==> src/rtl/core/spf_pkg.sv <==
// Shared types and constants of the stepper position follower.
// No dependencies; imported by controller, datapath and top level.
`timescale 1ns / 1ps

package spf_pkg;

   typedef enum logic [1:0] {
      ST_IDLE,
      ST_PREP,
      ST_DIV,
      ST_DONE
   } ctrl_state_type;

   typedef struct packed {
      logic load;      // latch the accepted transaction
      logic prep;      // distance, direction, divider init
      logic div_step;  // one restoring divide step
      logic finish;    // commit axis state, load result register
   } dp_cmd_type;

   typedef struct packed {
      logic axis_ok;   // incoming axis is in range
      logic at_target; // latched axis already sits at target
      logic div_last;  // current divide step is the last one
      logic out_free;  // result register can take a new result
   } dp_status_type;

   localparam int CSR_INDEX_W = 2;
   localparam int CSR_DATA_W  = 32;

   localparam logic [CSR_INDEX_W-1:0] CSR_ACCEL_NUMERATOR = 2'd0;
   localparam logic [CSR_INDEX_W-1:0] CSR_MIN_PERIOD      = 2'd1;
   localparam logic [CSR_INDEX_W-1:0] CSR_INVERT_DIR_MASK = 2'd2;

   localparam int INVERT_BITS = 3;

   localparam logic [31:0] ACCEL_RESET      = 32'd1000000;
   localparam logic [15:0] MIN_PERIOD_RESET = 16'd99;
   localparam logic [15:0] IDLE_PERIOD      = 16'd999;
   localparam logic [15:0] PERIOD_MAX       = 16'hFFFF;

   localparam int DIV_STEPS = 32;
   localparam int DIV_CNT_W = 5;

endpackage

==> src/rtl/core/spf_ctrl.sv <==
// Controller state machine of the stepper position follower.
// Depends on spf_pkg; drives datapath commands from datapath status.
`timescale 1ns / 1ps

module spf_ctrl import spf_pkg::*; (
   input  logic          clock,
   input  logic          reset,
   input  logic          req_valid,
   output logic          req_ready,
   input  dp_status_type status,
   output dp_cmd_type    cmd
);

   ctrl_state_type state_ff;
   ctrl_state_type state_in;

   always_ff @(posedge clock) begin
      if (reset) begin
         state_ff <= ST_IDLE;
      end else begin
         state_ff <= state_in;
      end
   end

   always_comb begin
      state_in  = state_ff;
      cmd       = '0;
      req_ready = 1'b0;
      case (state_ff)
         ST_IDLE: begin
            req_ready = 1'b1;
            // out-of-range axis: transaction is taken and dropped
            if (req_valid && status.axis_ok) begin
               cmd.load = 1'b1;
               state_in = ST_PREP;
            end
         end
         ST_PREP: begin
            cmd.prep = 1'b1;
            state_in = ST_DIV;
         end
         ST_DIV: begin
            if (status.at_target) begin
               state_in = ST_DONE;
            end else begin
               cmd.div_step = 1'b1;
               if (status.div_last) begin
                  state_in = ST_DONE;
               end
            end
         end
         ST_DONE: begin
            if (status.out_free) begin
               cmd.finish = 1'b1;
               state_in   = ST_IDLE;
            end
         end
         default: begin
            state_in = ST_IDLE;
         end
      endcase
   end

endmodule

==> src/rtl/core/spf_datapath.sv <==
// Datapath of the stepper position follower: config registers, per-axis
// state, serial divider, pulse logic and result register. Depends on spf_pkg.
`timescale 1ns / 1ps

module spf_datapath import spf_pkg::*; #(
   parameter int AXIS_COUNT    = 3,
   parameter int POSITION_BITS = 16
) (
   input  logic                   clock,
   input  logic                   reset,
   input  logic [1:0]             req_axis,
   input  logic signed [15:0]     req_target_position,
   input  logic                   csr_write_en,
   input  logic [CSR_INDEX_W-1:0] csr_index,
   input  logic [CSR_DATA_W-1:0]  csr_wdata,
   input  dp_cmd_type             cmd,
   output dp_status_type          status,
   output logic                   rsp_valid,
   input  logic                   rsp_ready,
   output logic [15:0]            rsp_next_period,
   output logic                   rsp_dir_pin_write,
   output logic                   rsp_dir_pin_level,
   output logic                   rsp_step_pin_write,
   output logic                   rsp_step_pin_level,
   output logic signed [15:0]     rsp_position_now
);

   localparam int EXT_W = ((POSITION_BITS > 16) ? POSITION_BITS : 16) + 1;

   // configuration
   logic [31:0]            accel_ff;
   logic [15:0]            min_period_ff;
   logic [INVERT_BITS-1:0] invert_ff;

   // latched transaction
   logic [1:0]  axis_ff;
   logic [15:0] target_ff;

   // per-axis state
   logic [POSITION_BITS-1:0] pos_ff [AXIS_COUNT];
   logic [AXIS_COUNT-1:0]    phase_ff;
   logic [AXIS_COUNT-1:0]    lastdir_ff;

   // prep and divider
   logic [EXT_W-1:0]     dist_ff;
   logic                 lt_ff;
   logic                 at_target_ff;
   logic [EXT_W-1:0]     rem_ff;
   logic [31:0]          quo_ff;
   logic [DIV_CNT_W-1:0] cnt_ff;

   // result register
   logic        rsp_valid_ff;
   logic [15:0] period_ff;
   logic        dir_w_ff;
   logic        dir_l_ff;
   logic        step_w_ff;
   logic        step_l_ff;
   logic [15:0] pos_out_ff;

   // selected axis
   logic [POSITION_BITS-1:0] cur_pos;
   logic                     cur_phase;
   logic                     cur_lastdir;
   logic                     cur_inv;

   logic signed [EXT_W-1:0] now_ext;
   logic signed [EXT_W-1:0] tgt_ext;
   logic                    lt_now;
   logic [EXT_W-1:0]        dist_now;

   logic [EXT_W:0] trial;
   logic [EXT_W:0] trial_diff;
   logic           fits;

   logic [15:0]              floor_p;
   logic [15:0]              period_in;
   logic                     want;
   logic                     dir_w_in;
   logic                     dir_l_in;
   logic                     step_w_in;
   logic                     step_l_in;
   logic [POSITION_BITS-1:0] pos_in;
   logic                     phase_in;
   logic                     lastdir_in;
   logic [POSITION_BITS+15:0] pos_ze;

   always_ff @(posedge clock) begin
      if (reset) begin
         accel_ff      <= ACCEL_RESET;
         min_period_ff <= MIN_PERIOD_RESET;
         invert_ff     <= '0;
      end else if (csr_write_en) begin
         case (csr_index)
            CSR_ACCEL_NUMERATOR: accel_ff      <= csr_wdata;
            CSR_MIN_PERIOD:      min_period_ff <= csr_wdata[15:0];
            CSR_INVERT_DIR_MASK: invert_ff     <= csr_wdata[INVERT_BITS-1:0];
            default: ;
         endcase
      end
   end

   always_comb begin
      cur_pos     = '0;
      cur_phase   = 1'b0;
      cur_lastdir = 1'b0;
      cur_inv     = 1'b0;
      for (int a = 0; a < AXIS_COUNT; a++) begin
         if (int'(axis_ff) == a) begin
            cur_pos     = pos_ff[a];
            cur_phase   = phase_ff[a];
            cur_lastdir = lastdir_ff[a];
         end
      end
      for (int i = 0; i < INVERT_BITS; i++) begin
         if (int'(axis_ff) == i) begin
            cur_inv = invert_ff[i];
         end
      end
   end

   assign now_ext  = {{(EXT_W-POSITION_BITS){cur_pos[POSITION_BITS-1]}}, cur_pos};
   assign tgt_ext  = {{(EXT_W-16){target_ff[15]}}, target_ff};
   assign lt_now   = now_ext < tgt_ext;
   assign dist_now = lt_now ? EXT_W'(tgt_ext - now_ext) : EXT_W'(now_ext - tgt_ext);

   assign trial      = {rem_ff, quo_ff[31]};
   assign fits       = trial >= {1'b0, dist_ff};
   assign trial_diff = trial - {1'b0, dist_ff};

   always_ff @(posedge clock) begin
      if (cmd.load) begin
         axis_ff   <= req_axis;
         target_ff <= req_target_position;
      end
      if (cmd.prep) begin
         dist_ff      <= dist_now;
         lt_ff        <= lt_now;
         at_target_ff <= (now_ext == tgt_ext);
         rem_ff       <= '0;
         quo_ff       <= accel_ff;
         cnt_ff       <= '0;
      end else if (cmd.div_step) begin
         rem_ff <= fits ? trial_diff[EXT_W-1:0] : trial[EXT_W-1:0];
         quo_ff <= {quo_ff[30:0], fits};
         cnt_ff <= cnt_ff + 1'b1;
      end
   end

   // clamp, then pulse machine for the selected axis
   always_comb begin
      floor_p    = (min_period_ff == '0) ? 16'd1 : min_period_ff;
      want       = ~lt_ff;
      dir_w_in   = 1'b0;
      dir_l_in   = 1'b0;
      step_w_in  = 1'b0;
      step_l_in  = 1'b0;
      pos_in     = cur_pos;
      phase_in   = cur_phase;
      lastdir_in = cur_lastdir;
      if (quo_ff < {16'b0, floor_p}) begin
         period_in = floor_p;
      end else if (quo_ff > {16'b0, PERIOD_MAX}) begin
         period_in = PERIOD_MAX;
      end else begin
         period_in = quo_ff[15:0];
      end
      if (at_target_ff) begin
         period_in = IDLE_PERIOD;
      end else if (!cur_phase) begin
         dir_w_in = 1'b1;
         dir_l_in = want ^ cur_inv;
         if (want != cur_lastdir) begin
            lastdir_in = want;     // direction change costs this tick
         end else begin
            step_w_in = 1'b1;
            phase_in  = 1'b1;
         end
      end else begin
         // pending step completes in the old direction
         step_w_in = 1'b1;
         step_l_in = 1'b1;
         phase_in  = 1'b0;
         pos_in    = cur_lastdir ? cur_pos - 1'b1 : cur_pos + 1'b1;
      end
   end

   assign pos_ze = {16'b0, pos_in};

   always_ff @(posedge clock) begin
      for (int a = 0; a < AXIS_COUNT; a++) begin
         if (reset) begin
            pos_ff[a]     <= '0;
            phase_ff[a]   <= 1'b0;
            lastdir_ff[a] <= 1'b0;
         end else if (cmd.finish && (int'(axis_ff) == a)) begin
            pos_ff[a]     <= pos_in;
            phase_ff[a]   <= phase_in;
            lastdir_ff[a] <= lastdir_in;
         end
      end
   end

   always_ff @(posedge clock) begin
      if (reset) begin
         rsp_valid_ff <= 1'b0;
      end else if (cmd.finish) begin
         rsp_valid_ff <= 1'b1;
      end else if (rsp_ready) begin
         rsp_valid_ff <= 1'b0;
      end
   end

   always_ff @(posedge clock) begin
      if (cmd.finish) begin
         period_ff  <= period_in;
         dir_w_ff   <= dir_w_in;
         dir_l_ff   <= dir_l_in;
         step_w_ff  <= step_w_in;
         step_l_ff  <= step_l_in;
         pos_out_ff <= pos_ze[15:0];
      end
   end

   assign status.axis_ok   = int'(req_axis) < AXIS_COUNT;
   assign status.at_target = at_target_ff;
   assign status.div_last  = (cnt_ff == DIV_CNT_W'(DIV_STEPS - 1));
   assign status.out_free  = !rsp_valid_ff || rsp_ready;

   assign rsp_valid          = rsp_valid_ff;
   assign rsp_next_period    = period_ff;
   assign rsp_dir_pin_write  = dir_w_ff;
   assign rsp_dir_pin_level  = dir_l_ff;
   assign rsp_step_pin_write = step_w_ff;
   assign rsp_step_pin_level = step_l_ff;
   assign rsp_position_now   = pos_out_ff;

endmodule

==> src/rtl/core/stepper_position_follower_core.sv <==
// Top level of the three-axis step/direction position follower.
// Depends on spf_pkg, spf_ctrl and spf_datapath.
`timescale 1ns / 1ps

// Usage:
// - req channel (valid/ready): one timer tick per transaction, carrying
//   req_axis and that axis's req_target_position. A tick for an axis at or
//   above AXIS_COUNT is taken and dropped without a response.
// - rsp channel (valid/ready): one response per in-range tick with the timer
//   reload value, direction/step pin actions and the axis position after it.
// - csr port: single-cycle writes, index 0 accel numerator, 1 minimum
//   period, 2 direction invert mask. Write only while the block is idle.
// - Sequence: after acceptance a moving axis goes through a prep step, the
//   one-bit-per-cycle restoring divider and a commit step; an axis already
//   at target skips the divide steps and goes on to the commit step.
// - Set by the serial divider, a new tick is accepted only after the
//   previous one has been committed to the output register.
// - The result sits in an output register; a new tick is accepted while it
//   waits. If the receiver stalls, the next result is held until the
//   register drains, and ready stays low meanwhile.
// - Reset clears positions, pulse phases, directions and the config
//   registers to their defaults; no response is pending after reset.

module stepper_position_follower_core import spf_pkg::*; #(
   parameter int AXIS_COUNT    = 3,
   parameter int POSITION_BITS = 16
) (
   input  logic                   clock,
   input  logic                   reset,
   input  logic                   req_valid,
   output logic                   req_ready,
   input  logic [1:0]             req_axis,
   input  logic signed [15:0]     req_target_position,
   output logic                   rsp_valid,
   input  logic                   rsp_ready,
   output logic [15:0]            rsp_next_period,
   output logic                   rsp_dir_pin_write,
   output logic                   rsp_dir_pin_level,
   output logic                   rsp_step_pin_write,
   output logic                   rsp_step_pin_level,
   output logic signed [15:0]     rsp_position_now,
   input  logic                   csr_write_en,
   input  logic [CSR_INDEX_W-1:0] csr_index,
   input  logic [CSR_DATA_W-1:0]  csr_wdata
);

   dp_cmd_type    cmd;
   dp_status_type status;

   spf_ctrl u_ctrl (
      .clock     (clock),
      .reset     (reset),
      .req_valid (req_valid),
      .req_ready (req_ready),
      .status    (status),
      .cmd       (cmd)
   );

   spf_datapath #(
      .AXIS_COUNT    (AXIS_COUNT),
      .POSITION_BITS (POSITION_BITS)
   ) u_datapath (
      .clock               (clock),
      .reset               (reset),
      .req_axis            (req_axis),
      .req_target_position (req_target_position),
      .csr_write_en        (csr_write_en),
      .csr_index           (csr_index),
      .csr_wdata           (csr_wdata),
      .cmd                 (cmd),
      .status              (status),
      .rsp_valid           (rsp_valid),
      .rsp_ready           (rsp_ready),
      .rsp_next_period     (rsp_next_period),
      .rsp_dir_pin_write   (rsp_dir_pin_write),
      .rsp_dir_pin_level   (rsp_dir_pin_level),
      .rsp_step_pin_write  (rsp_step_pin_write),
      .rsp_step_pin_level  (rsp_step_pin_level),
      .rsp_position_now    (rsp_position_now)
   );

endmodule

==> config.mk <==
export PLATFORM = sky130hd
export DESIGN_NAME = stepper_position_follower_core
export DESIGN_NICKNAME = d
export VERILOG_FILES = /design/src/rtl/core/spf_pkg.sv /design/src/rtl/core/spf_ctrl.sv /design/src/rtl/core/spf_datapath.sv /design/src/rtl/core/stepper_position_follower_core.sv
export SDC_FILE = /design/constraint.sdc
export NUM_CORES = 1
export LEC_CHECK = 0
export BUFFER_PORTS_ARGS = -buffer_cell sky130_fd_sc_hd__buf_2
export CORE_MARGIN = 2
export CORE_UTILIZATION = 40
export CTS_BUF_LIST = sky130_fd_sc_hd__clkbuf_16
export CTS_CLUSTER_DIAMETER = 200
export CTS_CLUSTER_SIZE = 25
export DETAILED_ROUTE_END_ITERATION = 10
export GPL_TIMING_DRIVEN = 1
export HOLD_SLACK_MARGIN = 0.08
export PLACE_DENSITY = 0.58
export SKIP_LAST_GASP = 1
export SYNTH_ARGS = -nofsm -noshare
export SYNTH_HDL_FRONTEND = slang
export SYNTH_SLANG_ARGS = --single-unit
==> constraint.sdc <==
create_clock -name clock -period 5.5 [get_ports clock]
set_input_delay 0.825 -clock clock [delete_from_list [all_inputs] [get_ports clock]]
set_output_delay 0.825 -clock clock [all_outputs]
set_load 0.01 [all_outputs]
==> metrics.cfg, run 1 <==
[die]
die_w_microns=183
row_count=65
fp.dieH_microns=183
die-area_sq_um=33600
io_pins=95
core_sq_um=31600
start_util_pct=40.6

[global_routing]
grt_pass1_wl_mm=48.4
grt_overflow_total=0
grt_pass1_vias=9011
antenna_found_initial=0
grtUsageTotal_pct=17.8
grt_max_degree=64

[yosys]
synth.avg_cell_area_sq_um=9.86
synthArstFlopShare_pct=0
ys_types=69
synth.top_cells.by_count=157 x nand2_1, 153 x edfxtp_1, 117 x a21oi_1
synth_top_flop_cell=edfxtp_1
synth_top_area_share_pct=35.7
syn_inst=1303
yosysWarnings=0
syn-num-nets=1448
synth.area.top_cells=edfxtp_1 36%, dfxtp_1 13%, ha_1 8.2%
ys_seq_area_share_pct=48.5
synth-seq-cells=235
synth-edff-count=153
yosysTopAreaCell=edfxtp_1
synthesis.area_sq_um=12900
synth.most_common_cell=nand2_1

[placed_design]
io_buffers=94
numPlacedInstances=1755
place_congestion=0.878
hpwl_mm=21.9

[final_layout]
syn2layout_area_growth_pct=9.72
num-nets-final=1513
post-route-util_pct=44.6
fin_cells=1775
antennaDiodeCount=0
fill_cells=3091
layout-drive-gt1-share_pct=13.0

[drt]
drc=0
drtIter0Drc=618
post_drt_wl_per_cell_microns=16.9
vias=9411
dr.pass1.iters=5
drt_wl_total_mm=29.9
antenna_left=0
via_per_inst=5.30

[min_path]
min_from=u_datapath.accel_ff[10]
hp-class=reg2reg

[critical_path]
startpoint_type=flip-flop
crit_fanout=24
cp_data_required_time_ns=5.74
arrival_ns=4.76
critPathKind=reg2reg
r2r_slack_ns=0.98
cp-startpoint=u_datapath.axis_ff[1]
r2r-start=u_datapath.axis_ff[1]
r2r_cells=14
rr_endpoint=u_datapath.dist_ff[5]
crit_end=u_datapath.dist_ff[5]
end_kind=flip-flop

[sta]
finalSetupViolCount=0
maxSlewHeadroom_pct=34.9
worst_pin_slew_ns=0.977
finalSetupTns_ns=0
period_share_pct=82.2
slew_viol_final=0
clock.fmax_ghz=0.221
period_minus_slack_ns=4.52
hold_viol=0
rsz0062_at_grt=no
worst_clock_skew_ns=0.0308

[cts]
post_cts_buffers=0
post_cts_resized=0
htree_levels=1
hold_buffers=0
clk_path_buf_depth=3
tritoncts=done
clkTransAtPathRegs_ns=0.10
clkSinkCount=235
clockRootBuffer=clkbuf_16
clk_latency_ns=0.49
cts_buffers=13

[power_and_ir_drop]
cellPowerDensity_nw_per_um2=425
p_leak_nw=5.62
ir_worst_vdd_mv=0.287

[status]
status=finished, final reports clean

[run]
cap_viol_max_count=0

-- logic make-up after synthesis --
logic type | count (synthesis) | share of synthesized area, %
AOI/OAI and AO/OA | 301 | 14.7
xor gates and xnor gates | 40 | 2.73
adders and majority gates | 88 | 8.80
buffers and inverters | 169 | 5.07
DFF | 235 | 48.5
muxes | 74 | 6.09
and+or+nand+nor | 396 | 14.0
-- cell usage in the layout (no fill, tap or decap), types with 3 or more instances in the layout --
master / n
o21a_1: 13
and4_1: 3
xnor2_1: 20
o22ai_1: 4
a21oi_1: 117
a21boi_0: 3
nand2b_1: 7
a41oi_1: 4
mux2_2: 34
and3_1: 4
nor3b_1: 5
o31a_1: 5
nor4_1: 16
nor2_1: 115
edfxtp_1: 153
clkbuf_16: 13
nor4b_1: 3
inv_1: 110
or2_2: 4
xor2_1: 20
buf_4: 19
dfxtp_1: 82
a31oi_1: 15
nand3b_1: 12
nand3_1: 9
a211oi_1: 25
a211o_1: 3
fa_1: 4
nand2_1: 157
buf_2: 94
a21o_1: 11
mux2i_1: 40
nand4_1: 9
o21bai_1: 3
nor3_1: 27
a22o_1: 8
o21ai_0: 57
nor2b_1: 15
o211ai_1: 7
ha_1: 83
-- how the worst min path moves through the flow --
stage          cells after the start                      end
2_1_floorplan                      2  u_datapath.accel_ff[16]
3_3_place_gp                       2   u_datapath.accel_ff[7]
3_5_place_dp                       2  u_datapath.accel_ff[28]
4_1_cts                            2   u_datapath.accel_ff[2]
5_1_grt                            2  u_datapath.accel_ff[13]
6_report                           2  u_datapath.accel_ff[10]
-- worst max-delay path: stages, from the launching register on --
cell,delay (ns)
edfxtp_1,0.75
nor2b_1,0.29
buf_4,0.22
a21oi_1,0.45
inv_1,0.20
ha_1,0.34
nand2b_1,0.10
a21oi_1,0.10
o21ai_0,0.40
a31oi_1,0.25
o31ai_4,0.47
buf_4,0.31
nor2_1,0.06
a41o_1,0.21
xnor2_1,0.12
-- routing by layer --
metal | global-route usage (%) | routed length (microns) | vias up
met5 | 0 | 0 | -
met4 | 4.10 | 655 | 0
met3 | 1.87 | 911 | 28
met2 | 30.6 | 14300 | 166
met1 | 24.3 | 14100 | 4466
li1 | - | - | 4751
-- power by group --
group | leakage, nW | internal (mW) | switching (mW) | total [mW]
combinational | 3.31 | 0.983 | 1.38 | 2.37
sequential | 2.11 | 2.37 | 0.242 | 2.62
clock | 0.199 | 0.441 | 0.568 | 1.01
-- registers in the layout, summed over array words and instances, names as in the netlist --
register and flops:
u_ctrl.state_ff 2, u_datapath.accel_ff 32, u_datapath.at_target_ff 1, u_datapath.axis_ff 2, u_datapath.cnt_ff 5, u_datapath.dist_ff 17, u_datapath.invert_ff 3, u_datapath.lastdir_ff 3
u_datapath.lt_ff 1, u_datapath.min_period_ff 16, u_datapath.phase_ff 3, u_datapath.pos_ff 48, u_datapath.quo_ff 32, u_datapath.rem_ff 17, u_datapath.rsp_dir_pin_level 1, u_datapath.rsp_dir_pin_write 1
u_datapath.rsp_next_period 16, u_datapath.rsp_position_now 16, u_datapath.rsp_step_pin_level 1, u_datapath.rsp_step_pin_write 1, u_datapath.rsp_valid 1, u_datapath.target_ff 16
-- layout make-up --
cell class | count | area, sq um | area share, %
clock buffers | 13 | 325 | 2.31
inverters | 106 | 398 | 2.82
clock inverters | 7 | 38.8 | 0.275
repair buffers | 113 | 613 | 4.35
well taps | 402 | 503 | 3.57
flip-flops and latches | 235 | 6240 | 44.2
multi-input cells | 899 | 5990 | 42.5
-- per-stage QoR --
stage	area (sq um)	hold WS, ns	total power [mW]	setup slack, ns
2_1_floorplan	12900	0.432	4.38	1.91
3_3_place_gp	13700	0.441	5.01	1.11
3_5_place_dp	13700	0.445	5.04	1.04
4_1_cts	14100	0.460	6.06	1.03
5_1_grt	14100	0.477	6.43	0.594
6_report	14100	0.458	5.99	0.977
Note: power is estimated with default switching activity, not from simulation.
==> inputs of run 2 (changes only) <==
Settings changed: PLACE_DENSITY 0.58 to 0.6.
Clock period 5.5 ns to 4 ns, I/O delays scaled along.
==> metrics.cfg, run 2 (synthesis gave the netlist of run 1 again) <==
[status]
status=finished, final reports clean

[cts]
clk_path_buf_depth=3
post_cts_buffers=0
post_cts_resized=0
clkSinkCount=235
tritoncts=done
clkTransAtPathRegs_ns=0.11
hold_buffers=0
cts_buffers=13
clockRootBuffer=clkbuf_16
htree_levels=1
clk_latency_ns=0.49

[placed_design]
numPlacedInstances=1771
io_buffers=94
place_congestion=0.903
dpl_cell_area_sq_um=13900
hpwl_mm=21.9

[global_routing]
grtUsageTotal_pct=18.0
grt_pass1_vias=9111
grt_overflow_total=0
grt_max_degree=56
grt_pass1_wl_mm=48.4
antenna_found_initial=0

[critical_path]
critPathKind=reg2reg
crit_top_cell=a21oi_1
r2r_slack_ns=0.29
r2r-start=u_datapath.axis_ff[0]
arrival_ns=3.90
crit_end=u_datapath.pos_ff[2][12]
rr_endpoint=u_datapath.pos_ff[2][12]
r2r_cells=14
path_cells=buf_4 -> mux2i_1 -> nor2_1 -> a21oi_1 -> inv_1 -> ha_1 -> and4_1 -> a31o_2 -> a21oi_1 -> nand3_1 -> a21oi_1 -> xnor2_1 -> o21ai_0 -> nor2_1
cp-startpoint=u_datapath.axis_ff[0]
worst-path-stages=14
cp_data_required_time_ns=4.19
startpoint_type=flip-flop
worst-path-buf-inv=2
crit_fanout=13
end_kind=flip-flop
cp_slowest_cell=o21ai_0
slowest_delay_ns=0.43
critical-path-top-delay-family=compound AO/OA/AOI/OAI gates

[sta]
worst_clock_skew_ns=0.0251
period_share_pct=92.8
worst_pin_slew_ns=0.964
maxSlewHeadroom_pct=35.7
clock.fmax_ghz=0.270
rsz0062_at_grt=no
hold_viol=0
finalSetupTns_ns=0
slew_viol_final=0
finalSetupViolCount=0
hold_slack_ns=0.278
period_minus_slack_ns=3.71

[power_and_ir_drop]
ir_worst_vdd_mv=0.254
p_leak_nw=5.71
cellPowerDensity_nw_per_um2=583

[die]
fp.dieH_microns=183
core_sq_um=31600
row_count=65
die_w_microns=183
io_pins=95
start_util_pct=40.6
die-area_sq_um=33600

[final_layout]
num-nets-final=1529
largest_register=u_datapath.pos_ff
fill_cells=3021
largest_reg_flops=48
top_regs=u_datapath.pos_ff x48, u_datapath.accel_ff x32, u_datapath.quo_ff x32
fin_cells=1792
post-route-util_pct=45.0
antennaDiodeCount=0
layout-drive-gt1-share_pct=14.2
layout_common_cells=157 x nand2_1, 153 x edfxtp_1, 116 x a21oi_1, 115 x nor2_1, 111 x inv_1
final_common_cell=nand2_1
fin_area_sq_um=14200
syn2layout_area_growth_pct=10.8

[run]
cap_viol_max_count=0

[drt]
antenna_left=0
dr.pass1.iters=5
drc=0
drtIter0Drc=709
post_drt_wl_per_cell_microns=16.9
via_per_inst=5.33
drt_wl_total_mm=30.4
vias=9559

[min_path]
hp-class=in2reg

[run 2: worst reg2reg max path, stage by stage, from the launching register on]
cell      delay, ns
edfxtp_1       0.38
buf_4          0.28
mux2i_1        0.24
nor2_1         0.06
a21oi_1        0.29
inv_1          0.12
ha_1           0.40
and4_1         0.24
a31o_2         0.26
a21oi_1        0.16
nand3_1        0.14
a21oi_1        0.22
xnor2_1        0.09
o21ai_0        0.43
nor2_1         0.10
[run 2: how the worst min path moves through the flow]
stage,cells after the start,end,start,slack (ns)
2_1_floorplan,2,u_datapath.accel_ff[16],u_datapath.accel_ff[16],0.43
3_3_place_gp,2,u_datapath.accel_ff[5],u_datapath.accel_ff[5],0.44
6_report,1,u_datapath.target_ff[5],req_target_position[5],0.28
4_1_cts,1,u_datapath.target_ff[5],req_target_position[5],0.26
5_1_grt,1,u_datapath.target_ff[2],req_target_position[2],0.26
3_5_place_dp,2,u_datapath.accel_ff[5],u_datapath.accel_ff[5],0.45
[run 2: cell type report]
class / instances / area, sq um / area share [%]
Sequential cell: 235 / 6240 / 43.8
Timing Repair Buffer: 129 / 733 / 5.15
Clock inverter: 8 / 42.5 / 0.299
Inverter: 106 / 398 / 2.79
Multi-Input combinational cell: 899 / 6000 / 42.2
Clock buffer: 13 / 325 / 2.28
Tap cell: 402 / 503 / 3.53
[run 2: stage by stage]
step                total power [mW]  setup WS, ns
CTS                             8.36         0.152
finish                          8.30         0.289
global route                    8.89       0.00254
detailed placement              6.95         0.201
global placement                6.90         0.271
floorplan                       6.02         0.414
[run 2: per-layer routing]
metal | vias to the layer above | wire (microns) | GRT usage, %
li1 | 4792 | - | -
met2 | 211 | 14300 | 30.4
met5 | - | 0 | 0
met4 | 0 | 650 | 4.45
met1 | 4518 | 14200 | 24.7
met3 | 38 | 1200 | 1.91
[run 2: power breakdown]
part	switching, mW	total, mW	internal [mW]
combinational	1.95	3.35	1.39
sequential	0.295	3.56	3.26
clock	0.789	1.40	0.608
==> inputs of run 3 (changes only) <==
Settings changed: PLACE_DENSITY 0.6 to 0.65.
==> metrics.cfg, run 3 (synthesis gave the netlist of run 1 again) <==
[sta]
period_share_pct=94.3
slew_viol_final=0
period_minus_slack_ns=3.77
hold_slack_ns=0.268
finalSetupViolCount=0
setup_ws_ns=0.229
maxSlewHeadroom_pct=19.0
clock.fmax_ghz=0.265
worst_pin_slew_ns=1.21
worst_clock_skew_ns=0.0334
hold_viol=0

[cts]
clockRootBuffer=clkbuf_16
clkSinkCount=235
clkTransAtPathRegs_ns=0.11
htree_levels=1
hold_buffers=0
tritoncts=done
clk_path_buf_depth=3
cts_buffers=13
clk_latency_ns=0.50

[placed_design]
numPlacedInstances=1769
post-place-ws_ns=0.0947
hpwl_mm=21.7
io_buffers=94
place_congestion=0.916

[final_layout]
top_regs=u_datapath.pos_ff x48, u_datapath.accel_ff x32, u_datapath.quo_ff x32
largest_register=u_datapath.pos_ff
final_common_cell=nand2_1
syn2layout_area_growth_pct=11.0
largest_reg_flops=48
layout-drive-gt1-share_pct=14.2
fin_cells=1792
fill_cells=3015
layout_common_cells=157 x nand2_1, 153 x edfxtp_1, 117 x a21oi_1, 115 x nor2_1, 109 x inv_1
num-nets-final=1528
antennaDiodeCount=0

[power_and_ir_drop]
power_mw=8.36
p_leak_nw=5.70
switchingPower_mw=3.07
ir_worst_vdd_mv=0.395
comb_power_share_pct=40.4
sw_frac_of_total_pct=36.8
p_int_mw=5.29
cellPowerDensity_nw_per_um2=586
seq_power_share_pct=42.5
pwr-share-clk_pct=17.1

[critical_path]
end_kind=flip-flop
cp_slowest_cell=edfxtp_1
crit_fanout=10
r2r_cells=15
worst-path-buf-inv=4
arrival_ns=3.99
path_cells=buf_4 -> mux2i_1 -> a2bb2oi_2 -> clkinvlp_4 -> buf_4 -> ha_1 -> and4_1 -> a31o_2 -> a21oi_1 -> nand3_1 -> a21oi_1 -> xnor2_1 -> o21ai_0 -> buf_4 -> nor2_1
critPathKind=reg2reg
critical-path-top-delay-family=compound AO/OA/AOI/OAI gates
r2r_slack_ns=0.23
crit_top_cell=buf_4
rr_endpoint=u_datapath.pos_ff[2][12]
r2r-start=u_datapath.axis_ff[0]
startpoint_type=flip-flop
slowest_delay_ns=0.48
cp_data_required_time_ns=4.22

[drt]
via_per_inst=5.42
vias=9706
drtIter0Drc=661
drc=0
post_drt_wl_per_cell_microns=16.8
drt_wl_total_mm=30.0
antenna_left=0
dr.pass1.iters=5

[global_routing]
grt_max_degree=55
antenna_found_initial=0
grt_pass1_vias=9069
grtUsageTotal_pct=17.7
grt_overflow_total=0
grt_pass1_wl_mm=48.0

[die]
die_w_microns=183
die-area_sq_um=33600
fp.dieH_microns=183
row_count=65
core_sq_um=31600
io_pins=95
start_util_pct=40.6

[min_path]
hp-class=in2reg
min_from=req_target_position[11]
whs_path_depth=1
holdPathEnd=u_datapath.target_ff[11]

[status]
status=finished, final reports clean

[run]
cap_viol_max_count=0

-- run 3: worst max-delay path by stage --
stage,start,end,slack [ns],depth (start not counted)
floorplan,u_datapath.axis_ff[0],u_datapath.dist_ff[1],0.41,14
global route,u_datapath.axis_ff[0],u_datapath.pos_ff[2][13],-0.003,13
global placement,u_datapath.axis_ff[0],u_datapath.dist_ff[14],0.12,15
detailed placement,u_datapath.axis_ff[0],u_datapath.pos_ff[2][10],0.09,12
CTS,u_datapath.axis_ff[0],u_datapath.pos_ff[2][10],0.05,12
finish,u_datapath.axis_ff[0],u_datapath.pos_ff[2][12],0.23,15
-- run 3: power groups by stage --
stage	sequential, mW	combinational, mW	clock [mW]
global route	3.61	3.76	1.55
floorplan	3.51	2.51	0
CTS	3.55	3.39	1.47
global placement	3.59	3.32	0
detailed placement	3.61	3.37	0
finish	3.55	3.38	1.43
-- run 3: per-layer routing --
| layer | up-vias | wire length (microns) | GRT usage (%) |
|---|---|---|---|
| met5 | - | 0 | 0 |
| met3 | 36 | 1410 | 2.03 |
| met1 | 4596 | 14100 | 24.7 |
| met4 | 0 | 754 | 4.96 |
| met2 | 286 | 13800 | 29.2 |
| li1 | 4788 | - | - |
-- run 3: area by class of cell --
class / instances / area, sq um / share of cell area [%]
clock inverter: 9 / 51.3 / 0.360
inverter: 106 / 402 / 2.82
multi-input combinational: 899 / 5980 / 42.0
sequential: 235 / 6240 / 43.7
timing repair buffer: 128 / 763 / 5.35
tap: 402 / 503 / 3.53
clock buffer: 13 / 325 / 2.28
-- run 3: stage by stage --
step                       TNS, ns  utilization, %  area [sq um]
after CTS                        0            45.0         14200
after global placement           0            43.8         13900
after global routing      -0.00339            45.1         14300
after floorplan                  0               -         12900
after detailed placement         0            43.8         13900
final                            0            45.1         14300
-- run 3: timing repair --
action	in CTS	in global routing
endpoints found under the setup margin	0	10
setup buffers	0	1
endpoints found under the hold margin	0	0
resized for setup	0	4
